--- config.mk ---
export PLATFORM = sky130hd
export DESIGN_NAME = frame_check_and_field_extract_top
export DESIGN_NICKNAME = d
export VERILOG_FILES = /design/src/sv/fcfe_pkg.sv /design/src/sv/fcfe_core.sv /design/src/sv/frame_check_and_field_extract_top.sv
export VERILOG_INCLUDE_DIRS = /design/src /design/src/sv
export SDC_FILE = /design/constraint.sdc
export NUM_CORES = 1
export LEC_CHECK = 0
export BUFFER_PORTS_ARGS = -buffer_cell sky130_fd_sc_hd__clkbuf_2
export CORE_UTILIZATION = 51
export CTS_CLUSTER_DIAMETER = 150
export DETAILED_ROUTE_END_ITERATION = 7
export GPL_TIMING_DRIVEN = 0
export PLACE_DENSITY = 0.74
export RECOVER_POWER = 25
export SETUP_SLACK_MARGIN = 0.05
export SYNTH_ARGS = -nofsm -noshare
export SYNTH_HDL_FRONTEND = slang
export SYNTH_SLANG_ARGS = --single-unit
export TNS_END_PERCENT = 50
--- constraint.sdc ---
create_clock -name aclk -period 11.45 [get_ports aclk]
set_clock_uncertainty 0.15 [all_clocks]
set_input_delay 2.29 -clock aclk [delete_from_list [all_inputs] [get_ports aclk]]
set_output_delay 2.29 -clock aclk [all_outputs]
set_load 0.1 [all_outputs]
--- src/sv/assert_macros.svh ---
// Assertion helpers shared by the RTL files.
// Each check is sampled on the rising clock edge and is off while reset is low.
`ifndef ASSERT_MACROS_SVH
`define ASSERT_MACROS_SVH

// The consequent must hold in the same cycle as the antecedent.
`define FCFE_ASSERT_IMPL(name, clk, rstn, ante, cons, msg) \
    name: assert property (@(posedge clk) disable iff (!rstn) (ante) |-> (cons)) \
        else $error(msg);

// The consequent must hold in the cycle after the antecedent.
`define FCFE_ASSERT_NEXT(name, clk, rstn, ante, cons, msg) \
    name: assert property (@(posedge clk) disable iff (!rstn) (ante) |=> (cons)) \
        else $error(msg);

`endif

--- src/sv/fcfe_pkg.sv ---
package fcfe_pkg;

    localparam int POS_W = 17;

    localparam logic [7:0]       HEAD_MARK        = 8'h68;
    localparam logic [7:0]       TAIL_MARK        = 8'h16;
    localparam logic [POS_W-1:0] POS_MAX          = 17'h1FFFF;
    localparam logic [POS_W-1:0] POS_LEN_LO       = 17'd1;
    localparam logic [POS_W-1:0] POS_LEN_HI       = 17'd2;
    localparam logic [POS_W-1:0] POS_TYPE         = 17'd3;
    localparam logic [POS_W-1:0] POS_CMD_FIRST    = 17'd4;
    localparam logic [POS_W-1:0] POS_CMD_LAST     = 17'd7;
    localparam logic [POS_W-1:0] POS_ADDR_FIRST   = 17'd8;
    localparam logic [POS_W-1:0] POS_ADDR_LAST    = 17'd13;
    localparam logic [POS_W-1:0] POS_SECOND_START = 17'd18;
    localparam logic [POS_W-1:0] PAYLOAD_START    = 17'd19;
    // Shortest legal message; also the header plus trailer overhead.
    localparam logic [POS_W:0]   MIN_LEN          = 18'd21;

    typedef logic [POS_W-1:0] pos_t;

    typedef enum logic [2:0] {
        ST_OK           = 3'd0,
        ST_SHORT        = 3'd1,
        ST_HEAD_TAIL    = 3'd2,
        ST_LENGTH       = 3'd3,
        ST_SECOND_START = 3'd4,
        ST_CHECKSUM     = 3'd5
    } check_status_t;

    typedef enum logic {
        REC_PAYLOAD = 1'b0,
        REC_END     = 1'b1
    } record_kind_t;

    // One received byte.
    typedef struct packed {
        logic       last;
        logic [7:0] data;
    } fcfe_item_t;

    // One outgoing record.
    typedef struct packed {
        record_kind_t  kind;
        logic [7:0]    payload_byte;
        logic [15:0]   payload_index;
        check_status_t check_status;
        logic [2:0]    frame_type;
        logic          status_flag;
        logic          ack_flag;
        logic [31:0]   command_word;
        logic [47:0]   device_address;
        logic [15:0]   payload_length;
    } fcfe_result_t;

endpackage

--- src/sv/fcfe_core.sv ---
`include "assert_macros.svh"

module fcfe_core (
    input  logic                   aclk,
    input  logic                   aresetn,
    input  logic                   step,
    input  fcfe_pkg::fcfe_item_t   item,
    output logic                   has_result,
    output fcfe_pkg::fcfe_result_t result
);
    import fcfe_pkg::*;

    pos_t            pos_reg,      pos_next;
    logic [7:0]      sum_reg,      sum_next;
    logic [7:0]      prev_reg,     prev_next;
    logic            head_ok_reg,  head_ok_next;
    logic            second_ok_reg, second_ok_next;
    logic [15:0]     len_reg,      len_next;
    logic [7:0]      type_reg,     type_next;
    logic [3:0][7:0] cmd_reg,      cmd_next;
    logic [5:0][7:0] addr_reg,     addr_next;

    logic [POS_W:0]  msg_len;
    logic [POS_W:0]  expect_len;
    pos_t            pay_rel;
    logic            in_payload;
    check_status_t   status;

    // Derived comparisons on the current position
    assign msg_len    = {1'b0, pos_reg} + 18'd1;
    assign expect_len = {2'b00, len_reg} + MIN_LEN;
    assign pay_rel    = pos_reg - PAYLOAD_START;
    assign in_payload = (pos_reg >= PAYLOAD_START) && (pay_rel < {1'b0, len_reg});

    // Check precedence on the final byte
    always_comb begin
        if (msg_len < MIN_LEN) begin
            status = ST_SHORT;
        end else if (!head_ok_reg || item.data != TAIL_MARK) begin
            status = ST_HEAD_TAIL;
        end else if (expect_len != msg_len) begin
            status = ST_LENGTH;
        end else if (!second_ok_reg) begin
            status = ST_SECOND_START;
        end else if (sum_reg != prev_reg) begin
            status = ST_CHECKSUM;
        end else begin
            status = ST_OK;
        end
    end

    // Build the record for the byte in hand
    always_comb begin
        result     = '0;
        has_result = 1'b0;
        if (item.last) begin
            has_result          = 1'b1;
            result.kind         = REC_END;
            result.check_status = status;
            if (status == ST_OK) begin
                result.frame_type     = type_reg[2:0];
                result.status_flag    = type_reg[6];
                result.ack_flag       = type_reg[7];
                result.command_word   = cmd_reg;
                result.device_address = addr_reg;
                result.payload_length = len_reg;
            end
        end else if (in_payload) begin
            has_result           = 1'b1;
            result.kind          = REC_PAYLOAD;
            result.payload_byte  = item.data;
            result.payload_index = pay_rel[15:0];
        end
    end

    // Advance the message state by one byte, clear it after the final byte
    always_comb begin
        pos_next       = pos_reg;
        sum_next       = sum_reg;
        prev_next      = prev_reg;
        head_ok_next   = head_ok_reg;
        second_ok_next = second_ok_reg;
        len_next       = len_reg;
        type_next      = type_reg;
        cmd_next       = cmd_reg;
        addr_next      = addr_reg;
        if (step) begin
            if (item.last) begin
                pos_next       = '0;
                sum_next       = '0;
                prev_next      = '0;
                head_ok_next   = 1'b0;
                second_ok_next = 1'b0;
                len_next       = '0;
                type_next      = '0;
                cmd_next       = '0;
                addr_next      = '0;
            end else begin
                if (pos_reg == '0) begin
                    head_ok_next = (item.data == HEAD_MARK);
                end else if (pos_reg == POS_LEN_LO) begin
                    len_next[7:0] = item.data;
                end else if (pos_reg == POS_LEN_HI) begin
                    len_next[15:8] = item.data;
                end else if (pos_reg == POS_TYPE) begin
                    type_next = item.data;
                end else if (pos_reg >= POS_CMD_FIRST && pos_reg <= POS_CMD_LAST) begin
                    cmd_next[pos_reg[1:0]] = item.data;
                end else if (pos_reg >= POS_ADDR_FIRST && pos_reg <= POS_ADDR_LAST) begin
                    addr_next[pos_reg[2:0]] = item.data;
                end else if (pos_reg == POS_SECOND_START) begin
                    second_ok_next = (item.data == HEAD_MARK);
                end
                sum_next  = sum_reg + prev_reg;
                prev_next = item.data;
                if (pos_reg != POS_MAX) begin
                    pos_next = pos_reg + 17'd1;
                end
            end
        end
    end

    always_ff @(posedge aclk) begin
        if (!aresetn) begin
            pos_reg       <= '0;
            sum_reg       <= '0;
            prev_reg      <= '0;
            head_ok_reg   <= 1'b0;
            second_ok_reg <= 1'b0;
            len_reg       <= '0;
            type_reg      <= '0;
            cmd_reg       <= '0;
            addr_reg      <= '0;
        end else begin
            pos_reg       <= pos_next;
            sum_reg       <= sum_next;
            prev_reg      <= prev_next;
            head_ok_reg   <= head_ok_next;
            second_ok_reg <= second_ok_next;
            len_reg       <= len_next;
            type_reg      <= type_next;
            cmd_reg       <= cmd_next;
            addr_reg      <= addr_next;
        end
    end

    `FCFE_ASSERT_NEXT(a_clear_after_last, aclk, aresetn, step && item.last,
        pos_reg == '0 && sum_reg == '0 && len_reg == '0, "state not cleared after final byte")
    `FCFE_ASSERT_NEXT(a_pos_advance, aclk, aresetn, step && !item.last && pos_reg != POS_MAX,
        pos_reg == $past(pos_reg) + 17'd1, "byte position did not advance")

endmodule

--- src/sv/frame_check_and_field_extract_top.sv ---
// Frame checker and header field extractor for a byte-serial message.
// Input: one message byte per s_ transfer, starting at the 0x68 head byte;
// s_tlast marks the final byte. Output: one record per m_ transfer.
// A byte at payload offsets 19 .. 19+L-1 (L from bytes 1..2) gives a payload
// record (m_tuser low) with the byte and its index. The final byte gives an
// end record (m_tuser high) with a check status; header fields are filled in
// only when the status is ok. Other bytes give no record.
// Path: a byte accepted at a rising edge lands in the input register, and
// its record is then loaded into the output register, which drives
// m_tvalid; a record held in the output register can delay that load.
// Throughput: one byte per cycle while no held record blocks the output,
// set by the single pass from input register to output register.
// Reset (aresetn low, synchronous) empties both registers and clears the
// message state to the start of a new message.
// When the receiver stalls, the held record waits in the output register;
// bytes that give no record keep flowing, and s_tready drops once a byte
// with a record is waiting behind the held one.
`include "assert_macros.svh"

module frame_check_and_field_extract_top (
    input  logic         aclk,
    input  logic         aresetn,
    input  logic         s_tvalid,
    output logic         s_tready,
    input  logic [7:0]   s_tdata,   // [7:0] rx_byte
    input  logic         s_tlast,   // last_byte
    output logic         m_tvalid,
    input  logic         m_tready,
    output logic [127:0] m_tdata,   // [7:0] payload_byte, [23:8] payload_index,
                                    // [26:24] check_status, [29:27] frame_type,
                                    // [30] status_flag, [31] ack_flag,
                                    // [63:32] command_word, [111:64] device_address,
                                    // [127:112] payload_length
    output logic         m_tuser    // record_kind
);
    import fcfe_pkg::*;

    logic         in_valid_reg,  in_valid_next;
    fcfe_item_t   in_item_reg,   in_item_next;
    logic         out_valid_reg, out_valid_next;
    fcfe_result_t out_rec_reg,   out_rec_next;

    logic         s_accept;
    logic         advance;
    logic         has_result;
    fcfe_result_t result;

    // Move the held byte on when its record has room or it makes none
    assign advance  = in_valid_reg && (!out_valid_reg || m_tready || !has_result);
    assign s_tready = !in_valid_reg || advance;
    assign s_accept = s_tvalid && s_tready;

    fcfe_core u_core (
        .aclk       (aclk),
        .aresetn    (aresetn),
        .step       (advance),
        .item       (in_item_reg),
        .has_result (has_result),
        .result     (result)
    );

    // Input register
    always_comb begin
        in_valid_next = in_valid_reg;
        in_item_next  = in_item_reg;
        if (s_accept) begin
            in_valid_next = 1'b1;
            in_item_next  = '{last: s_tlast, data: s_tdata};
        end else if (advance) begin
            in_valid_next = 1'b0;
        end
    end

    // Output register
    always_comb begin
        out_valid_next = out_valid_reg;
        out_rec_next   = out_rec_reg;
        if (advance && has_result) begin
            out_valid_next = 1'b1;
            out_rec_next   = result;
        end else if (m_tready) begin
            out_valid_next = 1'b0;
        end
    end

    always_ff @(posedge aclk) begin
        if (!aresetn) begin
            in_valid_reg  <= 1'b0;
            out_valid_reg <= 1'b0;
        end else begin
            in_valid_reg  <= in_valid_next;
            out_valid_reg <= out_valid_next;
        end
    end

    always_ff @(posedge aclk) begin
        in_item_reg <= in_item_next;
        out_rec_reg <= out_rec_next;
    end

    // Pack the record onto the output channel
    assign m_tvalid = out_valid_reg;
    assign m_tuser  = out_rec_reg.kind;
    assign m_tdata  = {out_rec_reg.payload_length,
                       out_rec_reg.device_address,
                       out_rec_reg.command_word,
                       out_rec_reg.ack_flag,
                       out_rec_reg.status_flag,
                       out_rec_reg.frame_type,
                       out_rec_reg.check_status,
                       out_rec_reg.payload_index,
                       out_rec_reg.payload_byte};

    `FCFE_ASSERT_IMPL(a_fail_no_fields, aclk, aresetn,
        out_valid_reg && out_rec_reg.kind == REC_END && out_rec_reg.check_status != ST_OK,
        out_rec_reg.command_word == '0 && out_rec_reg.device_address == '0
            && out_rec_reg.payload_length == '0, "failed message carries header fields")
    `FCFE_ASSERT_IMPL(a_payload_clean, aclk, aresetn,
        out_valid_reg && out_rec_reg.kind == REC_PAYLOAD,
        out_rec_reg.check_status == ST_OK && out_rec_reg.command_word == '0,
        "payload record carries end-record fields")
    `FCFE_ASSERT_IMPL(a_stall_cause, aclk, aresetn, !s_tready,
        in_valid_reg && out_valid_reg && !m_tready && has_result,
        "input stalled without a blocked record")

endmodule

==> results.md, run 1 <==
- The number of buffers on the longest clock path is 3.
- approximately 140 I/O pins were placed.
- The final cell count without fillers is around 1,700.
- Setup total negative slack on the finished layout was measured at 0 ps.
- Setup repair after global routing left no endpoint under its margin.
- Once the clock tree was built, the resizer swapped 0 gates to a different size.
- The slew at the pin with the worst max-slew slack is about 1200 ps.
- The final number of hold-violating endpoints is 0.
- The number of placed cells counting well taps is about 1,600.
- For this block, the routed nets add up to 31.35 mm of wire.
- The share of layout cells above drive strength 1 is between 6 and 7%.
- In the final design database the tool counted about 1,400 nets.
- The synthesized design devotes to its leading area cell type between 30% and 40% of total area.
- The final-report setup violation count is 0.
- The count of unresolved DRC violations after routing is 0.
- The cell area after technology mapping is between 10,000 and 15,000 sq um.
- The worst hold margin is 294.2 ps.
- The count of fill cells added during filler insertion is 1,989.
- Post-CTS timing repair inserted 0 buffers for setup.
- The largest stage delay on the critical path is about 940 ps.
- The first global-routing pass estimated roughly 48 mm of wire.
- Among all flip-flop cells after synthesis, the most frequent one is sky130_fd_sc_hd__edfxtp_1.
- The arrival time of the worst setup path is 5250 ps.
- Clock-pin slew was measured on the worst setup and hold paths at around 60 ps.
- The insertion delay to the later sink of the worst-skew pair is between 500 and 600 ps.
- The data required time at the worst endpoint is between 9000 and 10,000 ps.
- The critical path goes through clkbuf_1 > nor4_1 > nand2_1 > or4_1 > xnor2_1 > ha_1 > nand4_1 > nor2_1 > nand4_1 > a21o_1 > a31oi_2 > nand2b_1 > nor2_1 > inv_1 > clkbuf_2.
- The register with the most flip-flops in the layout has 128 of them.
- The slowest library cell on the worst path is sky130_fd_sc_hd__nor4_1.
- The leakage power is 5.161 nW.
- The cell count after synthesis is 1,140.
- In the post-synthesis netlist, the biggest area contributors are sky130_fd_sc_hd__edfxtp_1 34%, sky130_fd_sc_hd__dfxtp_1 23%, sky130_fd_sc_hd__and2_1 5.6%.
- The total via count after detailed routing is around 9,500.
- The number of hold buffers added after cts is 0.
- In this run the number of H-tree levels came out at 1.
- CTS saw around 280 sinks.
- The synthesized area per cell is ~11 sq um.
- Total power for the finished layout comes to between 2 and 2.5 mW.
- The initial antenna violation count is 0.
- Of the available clock period, the critical path in the final layout requires between 60% and 70%.
- The maximum ir drop on the vdd rail is ~0.11 mV.
- Power spread over the standard cell area amounts to 147.3 nW/um^2.
- The antenna cell count is 0.
- The number of warnings reported in the yosys synthesis log is 0.
- Sequential cells were found to cover between 50% and 60% of the synthesized design area.
- The maximum fanout count along the critical path is 10.
- Dividing the detail-routed via count by the number of cells gives about 5.7.
- The routed wirelength normalized by instance count is about 19 um.
- The core region is roughly 23,000 sq um.
- The flip-flop and latch count after synthesis is between 200 and 300.
- The flow ran to the end, and the final reports show no timing, DRC or antenna violations.
- The count of final max-slew check failures came to 0.
- In this run the remaining antenna-violating nets after routing total 0.
- From left edge to right edge, the die measures 156.9 um.
- The timing-limited maximum frequency is about 130 MHz.
- The share of flip-flops with an asynchronous set or reset after synthesis is 0%.
- The worst setup slack for register-to-register paths is ~6000 ps.
- The total global routing overflow is 0.
- Counting both buffers and inverters, the worst setup path holds a total of 3.
- The headroom to the max-slew limit is between 15 and 20%.
- Synthesis instantiated 64 different standard cells from the library.
- At the end of routability-driven placement, the weighted congestion stood at 0.9272.
- In the synthesized netlist, the cells that appear most often are 138 x sky130_fd_sc_hd__dfxtp_1, 138 x sky130_fd_sc_hd__edfxtp_1, 109 x sky130_fd_sc_hd__and2_1, 87 x sky130_fd_sc_hd__nand2_1, 69 x sky130_fd_sc_hd__inv_1.
- The iteration count of the initial detailed-routing pass is 5.
- The net count after synthesis is approximately 1,200.
- The worst hold-check path type is flop to flop.
- STA classifies the critical path startpoint as a flop.
- The pin count of the biggest net entering global routing is about 40.
- The starting density of the core is a little over half.
- The gate family responsible for the most delay along the worst path is simple AND/OR/NAND/NOR gates.
- The setup path with the least slack is of type flop to primary output.
- The kind of capture point of the worst setup path is a primary output.
- TritonCTS built the clock tree.
- In this run the vertical extent of the chip is between 150 and 200 um.
- The number of global-route vias before repair is approximately 9,000.
- The number of placement rows is 56.
- The number of synthesized flops with an enable pin is 138.
- The count of input and output buffers is around 140.
- The worst path meets setup with between 3000 and 4000 ps of slack.
- Compared with the post-synthesis result, the final layout area differs by 16.06%.
- Subtracting the final worst setup slack from the clock period gives 7689 ps.
- The number of max-capacitance violations reported is 0.
- The die covers ~25,000 sq um.
- The initial detailed-routing violation count is 967.
- The total track usage is 25.50%.
- Before CTS, the worst setup slack after placement is 4438 ps.
- The top cell type by total area after synthesis is sky130_fd_sc_hd__edfxtp_1.
- The cell sitting at the root of the clock tree is a sky130_fd_sc_hd__clkbuf_16.
- Detailed placement finished with a half-perimeter wire length of approximately 23 mm.
- The number of clock buffers inserted by TritonCTS is 28.
## report_power, final
part	switching (mW)	internal, mW	leakage, nW	total, mW
Clock	0.382	0.543	0.456	0.925
Sequential	0.00836	1.04	2.60	1.05
Combinational	0.0923	0.0224	2.10	0.115
## layer usage
metal / global-route usage (%) / vias to the layer above / routed length, um
met3: 4.846 / 83 / 2671
met1: 33.68 / 4495 / 13160
met5: 0 / - / 0
met2: 41.10 / 430 / 14420
met4: 10.46 / 0 / 1105
li1: - / 4452 / -
## placed cells by master, fill, tap and decap left out, types with 6 or more instances in the layout
cell                        synthesis  layout
sky130_fd_sc_hd__nor2b_1           24      23
sky130_fd_sc_hd__o21a_1             6       6
sky130_fd_sc_hd__o21ai_1            7       7
sky130_fd_sc_hd__ha_1              29      29
sky130_fd_sc_hd__xor2_1            17      17
sky130_fd_sc_hd__o211ai_1           7       7
sky130_fd_sc_hd__edfxtp_1         138     138
sky130_fd_sc_hd__dfxtp_1          138     138
sky130_fd_sc_hd__o21ai_0           41      41
sky130_fd_sc_hd__buf_2              7       7
sky130_fd_sc_hd__o31ai_1           11      11
sky130_fd_sc_hd__buf_4              9       9
sky130_fd_sc_hd__inv_1             69      69
sky130_fd_sc_hd__clkbuf_2           0      15
sky130_fd_sc_hd__nor3_1            14      14
sky130_fd_sc_hd__and3_1             6       6
sky130_fd_sc_hd__a21oi_1           27      27
sky130_fd_sc_hd__nand4_1           18      18
sky130_fd_sc_hd__buf_1              6       7
sky130_fd_sc_hd__clkbuf_16          0      28
sky130_fd_sc_hd__a21boi_0          13      13
sky130_fd_sc_hd__mux2i_1           16      16
sky130_fd_sc_hd__nor2_1            44      44
sky130_fd_sc_hd__a32o_1            34      34
sky130_fd_sc_hd__nor4_1            14      14
sky130_fd_sc_hd__xnor2_1           34      34
sky130_fd_sc_hd__clkbuf_1          47     180
sky130_fd_sc_hd__nand3_1           52      52
sky130_fd_sc_hd__and2_1           109     109
sky130_fd_sc_hd__o22ai_1           41      41
sky130_fd_sc_hd__nand2_1           87      87
sky130_fd_sc_hd__or3_1              6       6
sky130_fd_sc_hd__clkinv_1           1       6
## worst register-to-register path: stages (launching register included)
cell                       delay, ps
sky130_fd_sc_hd__dfxtp_1         320
sky130_fd_sc_hd__clkbuf_1        250
sky130_fd_sc_hd__nor4_1          940
sky130_fd_sc_hd__nand2_1         360
sky130_fd_sc_hd__or4_1           510
sky130_fd_sc_hd__xnor2_1         160
sky130_fd_sc_hd__ha_1            310
sky130_fd_sc_hd__nand4_1          90
sky130_fd_sc_hd__nor2_1          150
sky130_fd_sc_hd__nand4_1         130
sky130_fd_sc_hd__a21o_1          220
sky130_fd_sc_hd__a31oi_2         310
sky130_fd_sc_hd__o211ai_1        300
sky130_fd_sc_hd__clkbuf_1        310
sky130_fd_sc_hd__o21ai_1         560
sky130_fd_sc_hd__o22ai_1         190
## final cells by class
| cell class | count | area (sq um) | share of cell area (%) |
|---|---|---|---|
| timing repair buffer | 146 | 615.6 | 4.336 |
| multi-input combinational | 725 | 4771 | 33.60 |
| buffer | 69 | 301.5 | 2.124 |
| tap | 319 | 399.1 | 2.811 |
| sequential | 276 | 6907 | 48.64 |
| clock inverter | 18 | 219.0 | 1.542 |
| clock buffer | 34 | 723.2 | 5.093 |
| inverter | 70 | 262.8 | 1.851 |
## final timing paths
kind                             from                  end  cells past startpoint
setup / recovery    u_core.pos_reg[7]             s_tready                     15
hold / removal    u_core.addr_reg[41]  u_core.addr_reg[41]                      2
setup reg to reg    u_core.pos_reg[7]  u_core.addr_reg[14]                     15
hold reg to reg   u_core.addr_reg[41]  u_core.addr_reg[41]                      2
## through the flow
| step | instance area [sq um] | util [%] |
|---|---|---|
| final | 14200 | 60.49 |
| after global routing | 14200 | 60.49 |
| after CTS | 14360 | 61.17 |
| after detailed placement | 13420 | 57.16 |
| after global placement | 13350 | 56.87 |
| after floorplan | 12230 | - |
## cell families after synthesis
kind of cell / count (synthesis) / share of synthesized area, %
adder cells (fa/ha/maj): 30 / 3.129
XOR/XNOR: 53 / 4.019
multiplexers: 16 / 1.309
buffers and inverters: 139 / 4.612
AND/OR/NAND/NOR: 407 / 18.02
AO/OA/AOI/OAI: 219 / 12.46
flip-flops: 276 / 56.45
No activity file was read; power rests on OpenSTA's default activity.
==> run 2, diff against run 1 <==
--- a/config.mk
+++ b/config.mk
@@ -6,12 +6,13 @@
 export SDC_FILE = /design/constraint.sdc
 export NUM_CORES = 1
 export LEC_CHECK = 0
+export ABC_AREA = 1
 export BUFFER_PORTS_ARGS = -buffer_cell sky130_fd_sc_hd__clkbuf_2
 export CORE_UTILIZATION = 51
 export CTS_CLUSTER_DIAMETER = 150
 export DETAILED_ROUTE_END_ITERATION = 7
 export GPL_TIMING_DRIVEN = 0
-export PLACE_DENSITY = 0.74
+export PLACE_DENSITY = 0.77
 export RECOVER_POWER = 25
 export SETUP_SLACK_MARGIN = 0.05
 export SYNTH_ARGS = -nofsm -noshare
==> constraint.sdc (replaced) <==
create_clock -name aclk -period 6.8 [get_ports aclk]
set_clock_uncertainty 0.15 [all_clocks]
set_input_delay 1.36 -clock aclk [delete_from_list [all_inputs] [get_ports aclk]]
set_output_delay 1.36 -clock aclk [all_outputs]
set_load 0.1 [all_outputs]
==> results.md, run 2 <==
- The number of buffers on the longest clock path is 3 (unchanged).
- The arrival time of the worst setup path is 4950 ps (-300 ps).
- The number of placement rows is 59 (+5.4%).
- The shortest period the worst path allows is about 6500 ps.
- The share of Yosys cell area claimed by the top area cell type is 30.87% (-3.0 points).
- The cell count after synthesis is 1,498 (+31%).
- Setup repair after global routing left no endpoint under its margin.
- The final weighted congestion in routability-driven placement is 0.9784 (+5.5%).
- In the post-synthesis netlist, the biggest area contributors are sky130_fd_sc_hd__edfxtp_1 31%, sky130_fd_sc_hd__dfxtp_1 21%, sky130_fd_sc_hd__nor3_2 6.7%.
- The count of final max-slew check failures is 0 (unchanged).
- The number of warnings reported in the yosys synthesis log was 0 (unchanged).
- The pin count of the biggest net entering global routing came to 110 (+170%).
- The net count after synthesis is 1,541 (+30%).
- The TritonCTS clock tree is done.
- The launching element type of the critical path is a flop.
- The classification of the worst setup path is flop to primary output.
- The maximum ir drop on the vdd rail came to 0.3444 mV (+200%).
- The cell count of the worst hold path is 2 (unchanged).
- The total I/O pin count was 144 (unchanged).
- The initial antenna violation count came to 1 (+1).
- The reported net switching power is 1.510 mW (+210%).
- The fraction of power consumed by the clock network is 34.9% (-9.4 points).
- The number of global-route vias before repair is 10,550 (+17%).
- The placed wire-length estimate after detailed placement was 26.02 mm (+15%).
- The total global routing overflow was 0 (unchanged).
- The data required time at the worst endpoint was 5290 ps (-3720 ps).
- The buffer and inverter count on the worst path came to 7 (+4).
- From synthesis to final layout, the design area changed by 14.26%.
- The final-report setup violation count was 0 (unchanged).
- The top cell types in the final layout, fill and taps aside, are 225 x sky130_fd_sc_hd__nand2_1, 187 x sky130_fd_sc_hd__inv_1, 181 x sky130_fd_sc_hd__clkbuf_1.
- The chip height is 164.2 um (+4.7%).
- The wire length of the first global-routing pass came to 56.33 mm (+17%).
- The power density over the cells is 288.2 nW/um^2 (+96%).
- The flow ran to the end, and the final reports show no timing, DRC or antenna violations.
- Traced cell by cell, the critical path runs through buf_2 > clkinv_1 > nor2_1 > inv_1 > nand2_1 > nand2_1 > nand2_1 > inv_1 > nand3_1 > xor2_1 > inv_1 > ha_1 > inv_1 > nor3_1 > nor3_1 > nand2_1 > nand2_1 > nand2_1 > nand2_1 > nand2_2 > nand2_2 > nand3_1 > clkbuf_2.
- The number of nets in the layout was 1,715 (+26%).
- Counting instances in the post-synthesis netlist gives the leading cell types as 225 x sky130_fd_sc_hd__nand2_1, 188 x sky130_fd_sc_hd__inv_1, 148 x sky130_fd_sc_hd__a21oi_1, 138 x sky130_fd_sc_hd__dfxtp_1, 138 x sky130_fd_sc_hd__edfxtp_1.
- The clock transition at the register clock pins on the worst setup and hold paths after CTS came to 60 ps (about the same).
- The total via count after detailed routing came to 11,390 (+20%).
- The length in cells of the worst reg-to-reg path came to 28 (+13).
- The cell-internal power was 2.912 mW (+81%).
- The total track usage is 26.86% (+1.4 points).
- The share of layout cells above drive strength 1 is 12.93% (+6.6 points).
- The share of flip-flops with an asynchronous set or reset after synthesis is 0% (unchanged).
- The post-synthesis sequential area ratio is 51.44% (-5.0 points).
- The count of fill cells added during filler insertion is 2,269 (+14%).
- Clock tree synthesis selected as its root buffer the cell sky130_fd_sc_hd__clkbuf_16.
- The smallest setup slack after layout is 335.4 ps (-3425 ps).
- The gate family responsible for the most delay along the worst path is simple AND/OR/NAND/NOR gates.
- Of the available clock period, the critical path in the final layout requires 95.07%.
- The final number of hold-violating endpoints is 0 (unchanged).
- Summed over all instances, the cell type with the most area after synthesis is sky130_fd_sc_hd__edfxtp_1.
- The number of max-capacitance violations reported is 0 (unchanged).
- The total number of cells along the worst setup path is 23 (+8).
- The routed wirelength normalized by instance count is 17.99 um (-4.9%).
- The timing-limited maximum frequency is roughly 150 MHz.
- The worst setup path startpoint is u_core.pos_reg[0].
- The synthesized area per cell is 8.962 sq um (-16%).
- The count of input and output buffers is 143 (unchanged).
- The number of hold buffers added after cts is 0 (unchanged).
- The total cell area at the placement stage is 14,590 sq um (+8.8%).
- The number of distinct standard cells referenced by the synthesized netlist came to 46 (-28%).
- The total wirelength of the detailed-routed design came to 36.51 mm (+16%).
- The cell area after technology mapping is 13,430 sq um (+9.7%).
- The headroom to the max-slew limit is 21.15% (+4.3 points).
- The final standard cell area without fillers is 15,340 sq um (+8.0%).
- The kind of capture point of the worst setup path is a primary output.
- The count of unresolved DRC violations after routing is 0 (unchanged).
- The number of instances resized during post-cts repair is 0 (unchanged).
- The iteration count of the initial detailed-routing pass is 8 (+3).
- The leakage power is 5.465 nW (+5.9%).
- The vias per cell is 5.616 (-1.6%).
- The reg-to-reg critical path endpoint is m_tdata[125].
- The initial detailed-routing violation count came to 1,314 (+36%).
- The register area was 6907 sq um (unchanged).
- The antenna cell count is 0 (unchanged).
- The slew at the pin with the worst max-slew slack is 1188 ps (-42.56 ps).
- The portion of total power attributed to sequential cells came to 42.5% (-7.8 points).
- The horizontal die dimension is 164.2 um (+4.7%).
- The maximum level of the CTS H-tree is 1 (unchanged).
- The worst setup slack for register-to-register paths came to 920 ps (-5100 ps).
- For this run, the leading register cell type out of synthesis is sky130_fd_sc_hd__edfxtp_1.
- The area of the die is 26,980 sq um (+9.6%).
- The insertion delay to the later sink of the worst-skew pair is 570 ps (about the same).
- The clock sink total was 276 (unchanged).
- The number of clock buffers inserted by TritonCTS is 28 (unchanged).
- The flip-flop and latch count after synthesis is 276 (unchanged).
- The slowest library cell on the worst path is sky130_fd_sc_hd__nor2_1.
- The fraction of power spent switching nets is 34.15% (+11 points).
- The number of flip-flops under the largest register name is 128 (unchanged).
- The source of the worst register-to-register timing path is u_core.pos_reg[0].
- The number of synthesized flops with an enable pin is 138 (unchanged).
- The pre-CTS setup slack was 1049 ps (-3389 ps).
- The largest stage delay on the critical path is 590 ps (-350 ps).
- The relative contribution of combinational cells to total power came to 22.6% (+17 points).
- The core area came to 25,910 sq um (+10%).
- The tightest min-delay check is of the flop to flop type.
- The number of nets still failing antenna checks after routing came to 0 (unchanged).
- The cell with the most instances after synthesis is sky130_fd_sc_hd__nand2_1.
- The maximum fanout count along the critical path is 10 (unchanged).
- The post-CTS setup buffer count is 0 (unchanged).
- The starting density of the core is 51.81% (-0.31 points).
- The timing endpoint of the critical path is s_tready.
- The multi-input combinational cell area is 5269 sq um (+10%).
- By instance count, the cell type seen most on the critical path is sky130_fd_sc_hd__nand2_1.
- The library cell used most frequently in the layout, excluding fill and tap cells, is sky130_fd_sc_hd__nand2_1.
## run 2: cell count changes after synthesis, sizes merged, moves of 41 or more
cell and change:
nor2 +78, o21ai +54, nand4 +45, nor3 +103, a21oi +121, nand2 +148
inv +125, o22ai -41, and2 -109
## run 2: how the worst min path moves through the flow
stage | from | end | slack, ps
after global placement | u_core.addr_reg[3] | u_core.addr_reg[3] | 300
after global routing | u_core.addr_reg[33] | u_core.addr_reg[33] | 320
final | u_core.addr_reg[11] | u_core.addr_reg[11] | 310
after CTS | u_core.addr_reg[5] | u_core.addr_reg[5] | 310
after floorplan | in_item_reg[8] | m_tuser | 270
after detailed placement | u_core.addr_reg[20] | u_core.addr_reg[20] | 300
## run 2: layout make-up
type | instances | area share, %
tap | 335 | 2.732
buffer | 84 | 3.352
clock buffer | 41 | 4.959
sequential | 276 | 45.02
multi-input combinational | 942 | 34.35
inverter | 196 | 4.829
clock inverter | 11 | 0.9951
timing repair buffer | 144 | 3.760
## run 2: logic make-up after synthesis
group | after synthesis | synth area share, %
simple gates | 630 | 25.00
fa+ha+maj | 30 | 2.852
buf+inv | 280 | 9.310
xor+xnor | 16 | 1.100
compound gates | 266 | 10.30
flops | 276 | 51.44
## run 2: routing by layer
metal	wire length (um)	track usage [%]	up-vias
met2	16780	43.23	585
met3	3269	4.116	105
met4	1275	11.49	0
li1	-	-	5422
met1	15180	35.90	5282
met5	0	0	-
## run 2: power groups by stage
stage	Sequential (mW)	Combinational [mW]	Clock, mW
floorplan	2.29	0.419	0
global placement	1.93	0.979	0
detailed placement	1.92	0.999	0
CTS	1.88	1.00	1.56
global route	1.89	1.06	1.62
finish	1.88	0.999	1.54
## run 2: tightest hold or removal path, cell delays in order (launching register included)
cell                      delay [ps]
sky130_fd_sc_hd__dfxtp_1         310
sky130_fd_sc_hd__nand2_1          60
sky130_fd_sc_hd__a21oi_1          50
## run 2: per-stage QoR
step	total power, mW	setup TNS [ps]	instances	hold slack, ps	utilization (%)
after floorplan	2.705	0	1498	274.4	-
final	4.421	0	2029	314.4	59.20
after global routing	4.575	0	2029	322.1	59.20
after global placement	2.904	-210540	1976	301.5	56.19
after CTS	4.441	0	2029	313.3	59.84
after detailed placement	2.914	0	1977	304.4	56.32
==> run 3, diff against run 2 <==
--- a/config.mk
+++ b/config.mk
@@ -6,7 +6,7 @@
 export SDC_FILE = /design/constraint.sdc
 export NUM_CORES = 1
 export LEC_CHECK = 0
-export ABC_AREA = 1
+export ABC_AREA = 0
 export BUFFER_PORTS_ARGS = -buffer_cell sky130_fd_sc_hd__clkbuf_2
 export CORE_UTILIZATION = 51
 export CTS_CLUSTER_DIAMETER = 150
==> results.md, run 3 (synthesis gave the netlist of run 1 again) <==
- The starting density of the core is 52.12% (+0.31 points).
- The worst hold margin is 295.9 ps (-18.51 ps).
- The headroom to the max-slew limit is 21.10% (-0.045 points).
- The timing endpoint of the critical path is s_tready.
- The slowest library cell on the worst path is sky130_fd_sc_hd__nor4_2.
- The shortest period the worst path allows is 6332 ps (-133.0 ps).
- The number of buffers on the longest clock path is 3 (unchanged).
- The placed wire-length estimate after detailed placement is 22.61 mm (-13%).
- The maximum fanout count along the critical path is 10 (unchanged).
- The total power after layout was 3.450 mW (-22%).
- The slew at the pin with the worst max-slew slack is 1189 ps (+0.6742 ps).
- The final-report setup violation count is 0 (unchanged).
- The total global routing overflow was 0 (unchanged).
- The length in cells of the worst reg-to-reg path is 15 (-46%).
- In this run the worst setup path begins at u_core.pos_reg[6].
- The number of placement rows is 56 (-5.1%).
- The final weighted congestion in routability-driven placement is 0.9459 (-3.3%).
- The worst register-to-register path ends at u_core.addr_reg[1].
- The pin count of the biggest net entering global routing is 39 (-65%).
- The number of nets still failing antenna checks after routing is 0 (unchanged).
- The maximum ir drop on the vdd rail is 0.1714 mV (-50%).
- The timing-limited maximum frequency came to 157.9 MHz (+2.1%).
- The count of fill cells added during filler insertion was 1,974 (-13%).
- The total track usage is 25.41% (-1.5 points).
- The post-CTS setup buffer count is 0 (unchanged).
- The number of max-capacitance violations reported was 0 (unchanged).
- The global-route met3 utilization was 4.071% (-0.045 points).
- The number of hold buffers added after cts is 0 (unchanged).
- The clock transition at the register clock pins on the worst setup and hold paths after CTS is 60 ps (about the same).
- The data required time at the worst endpoint is 5290 ps (about the same).
- The buffer and inverter count on the worst path is 3 (-4).
- The vias per cell is 5.689 (+1.3%).
- The total I/O pin count is 144 (unchanged).
- The top cell types in the final layout, fill and taps aside, are 176 x sky130_fd_sc_hd__clkbuf_1, 138 x sky130_fd_sc_hd__edfxtp_1, 138 x sky130_fd_sc_hd__dfxtp_1.
- The leakage power is 5.160 nW (-5.6%).
- The worst setup path is launched from a flop.
- The count of unresolved DRC violations after routing is 0 (unchanged).
- The antenna cell count was 0 (unchanged).
- Broken down by cell family, the worst path's largest delay share belongs to simple AND/OR/NAND/NOR gates.
- The area of the die was 24,610 sq um (-8.8%).
- The routed wirelength normalized by instance count was 18.87 um (+4.9%).
- The clock sink total was 276 (unchanged).
- TritonCTS built the clock tree.
- The total wirelength of the detailed-routed design was 31.27 mm (-14%).
- The insertion delay to the later sink of the worst-skew pair is 550 ps (-20 ps).
- The total number of cells along the worst setup path is 15 (-35%).
- The number of global-route vias before repair was 8,985 (-15%).
- The power density over the cells is 243.0 nW/um^2 (-16%).
- The wire length of the first global-routing pass is 48.19 mm (-14%).
- The count of input and output buffers came to 143 (unchanged).
- The maximum level of the CTS H-tree is 1 (unchanged).
- The number of clock buffers inserted by TritonCTS is 27 (-3.6%).
- The largest stage delay on the critical path was 590 ps (about the same).
- The flow ran to the end, and the final reports show no timing, DRC or antenna violations.
- The initial antenna violation count is 0 (-1).
- The worst setup slack for register-to-register paths is 1870 ps (+950 ps).
- The most congested layer reported by global routing is met2.
- The number of instances resized during post-cts repair was 0 (unchanged).
- The startpoint identified for the worst register-to-register timing path is u_core.pos_reg[6].
- The global routing usage on met2 is 42.22% (-1.0 points).
- The number of flip-flops under the largest register name came to 128 (unchanged).
- From synthesis to final layout, the design area changed by 16.03%.
- The total via count after detailed routing came to 9,427 (-17%).
- The path class of the tightest hold or removal check is flop to flop.
- The horizontal die dimension is 156.9 um (-4.5%).
- The global-route track usage on met1 was 33.62% (-2.3 points).
- The library cell used most frequently in the layout, excluding fill and tap cells, is sky130_fd_sc_hd__clkbuf_1.
- The share of layout cells above drive strength 1 was 7.025% (-5.9 points).
- The number of nets in the layout is 1,360 (-21%).
- The count of final max-slew check failures was 0 (unchanged).
- The share of the cycle needed by the critical path after routing is 93.11% (-2.0 points).
- The core area is 23,470 sq um (-9.4%).
- The chip height is 156.9 um (-4.5%).
- The final number of hold-violating endpoints is 0 (unchanged).
- Setup repair after global routing left no endpoint under its margin.
- The initial detailed-routing violation count is 963 (-27%).
- The signal on the critical path passes through buf_2 > nor4_2 > nand2_1 > or4_1 > xnor2_1 > ha_1 > nand4_1 > nor2_1 > nand4_1 > a21o_1 > a31oi_2 > nand2b_1 > nor2_1 > inv_1 > clkbuf_2.
- The critical path is of the flop to primary output type.
- The kind of capture point of the worst setup path is a primary output.
- The cell sitting at the root of the clock tree is a sky130_fd_sc_hd__clkbuf_16.
- The iteration count of the initial detailed-routing pass is 6 (-2).
- The arrival time of the worst setup path is 4820 ps (-130 ps).
[run 3: cell types whose count changed in the layout (fill, tap and decap cells not counted), sizes merged, moves of 54 or more]
| cell | previous run | this run |
|---|---|---|
| a21oi | 148 | 27 |
| nand2 | 235 | 87 |
| inv | 194 | 71 |
| nor2 | 122 | 44 |
| o21ai | 102 | 48 |
| nor3 | 117 | 14 |
| and2 | 0 | 109 |
[run 3: worst reg2reg max path, stage by stage (launching register included)]
cell and delay, ps:
sky130_fd_sc_hd__dfxtp_1 370, sky130_fd_sc_hd__buf_2 220, sky130_fd_sc_hd__nor4_2 600, sky130_fd_sc_hd__nand2_1 300
sky130_fd_sc_hd__or4_1 480, sky130_fd_sc_hd__xnor2_1 160, sky130_fd_sc_hd__ha_1 300, sky130_fd_sc_hd__nand4_1 80
sky130_fd_sc_hd__nor2_1 150, sky130_fd_sc_hd__nand4_1 120, sky130_fd_sc_hd__a21o_1 240, sky130_fd_sc_hd__a31oi_2 320
sky130_fd_sc_hd__o21a_1 340, sky130_fd_sc_hd__buf_2 310, sky130_fd_sc_hd__nand4_1 410, sky130_fd_sc_hd__o22ai_1 300
[run 3: metal layers]
metal  vias up  part of all wire [%]
li1       4447                     -
met1      4490                    41
met2       441                    47
met3        49                   9.2
met4         0                   2.6
met5         -                     0
[run 3: power breakdown]
group          total [mW]  internal (mW)  switching, mW
logic               0.193         0.0387          0.154
clock network        1.49          0.840          0.648
registers            1.77           1.76         0.0137
[run 3: worst min-delay path by stage]
stage,start,end,slack [ps],cells after the start
4_1_cts,u_core.addr_reg[31],u_core.addr_reg[31],300,2
5_1_grt,in_item_reg[8],m_tuser,310,0
3_5_place_dp,u_core.addr_reg[31],u_core.addr_reg[31],290,2
3_3_place_gp,u_core.addr_reg[31],u_core.addr_reg[31],280,2
2_1_floorplan,u_core.addr_reg[0],u_core.addr_reg[0],270,2
6_report,u_core.addr_reg[43],u_core.addr_reg[43],300,2
[run 3: per-stage QoR]
stage / cell area (sq um) / instances / setup WS (ps) / TNS, ps / util (%)
finish: 14190 / 1657 / 468.3 / 0 / 60.47
global route: 14190 / 1657 / 219.5 / 0 / 60.47
CTS: 14340 / 1656 / 166.0 / 0 / 61.10
detailed placement: 13440 / 1606 / 781.2 / 0 / 57.24
global placement: 13360 / 1602 / -82.27 / -8562 / 56.90
floorplan: 12240 / 1140 / 1473 / 0 / -
[run 3: layout make-up]
type,instances,area [sq um],area share [%]
plain buffers,69,301.5,2.124
clock inverters,13,100.1,0.7052
inverters,70,262.8,1.851
flip-flops and latches,276,6907,48.66
multi-input cells,725,4777,33.65
clock buffers,37,805.8,5.676
repair buffers,148,641.9,4.522
well taps,319,399.1,2.812
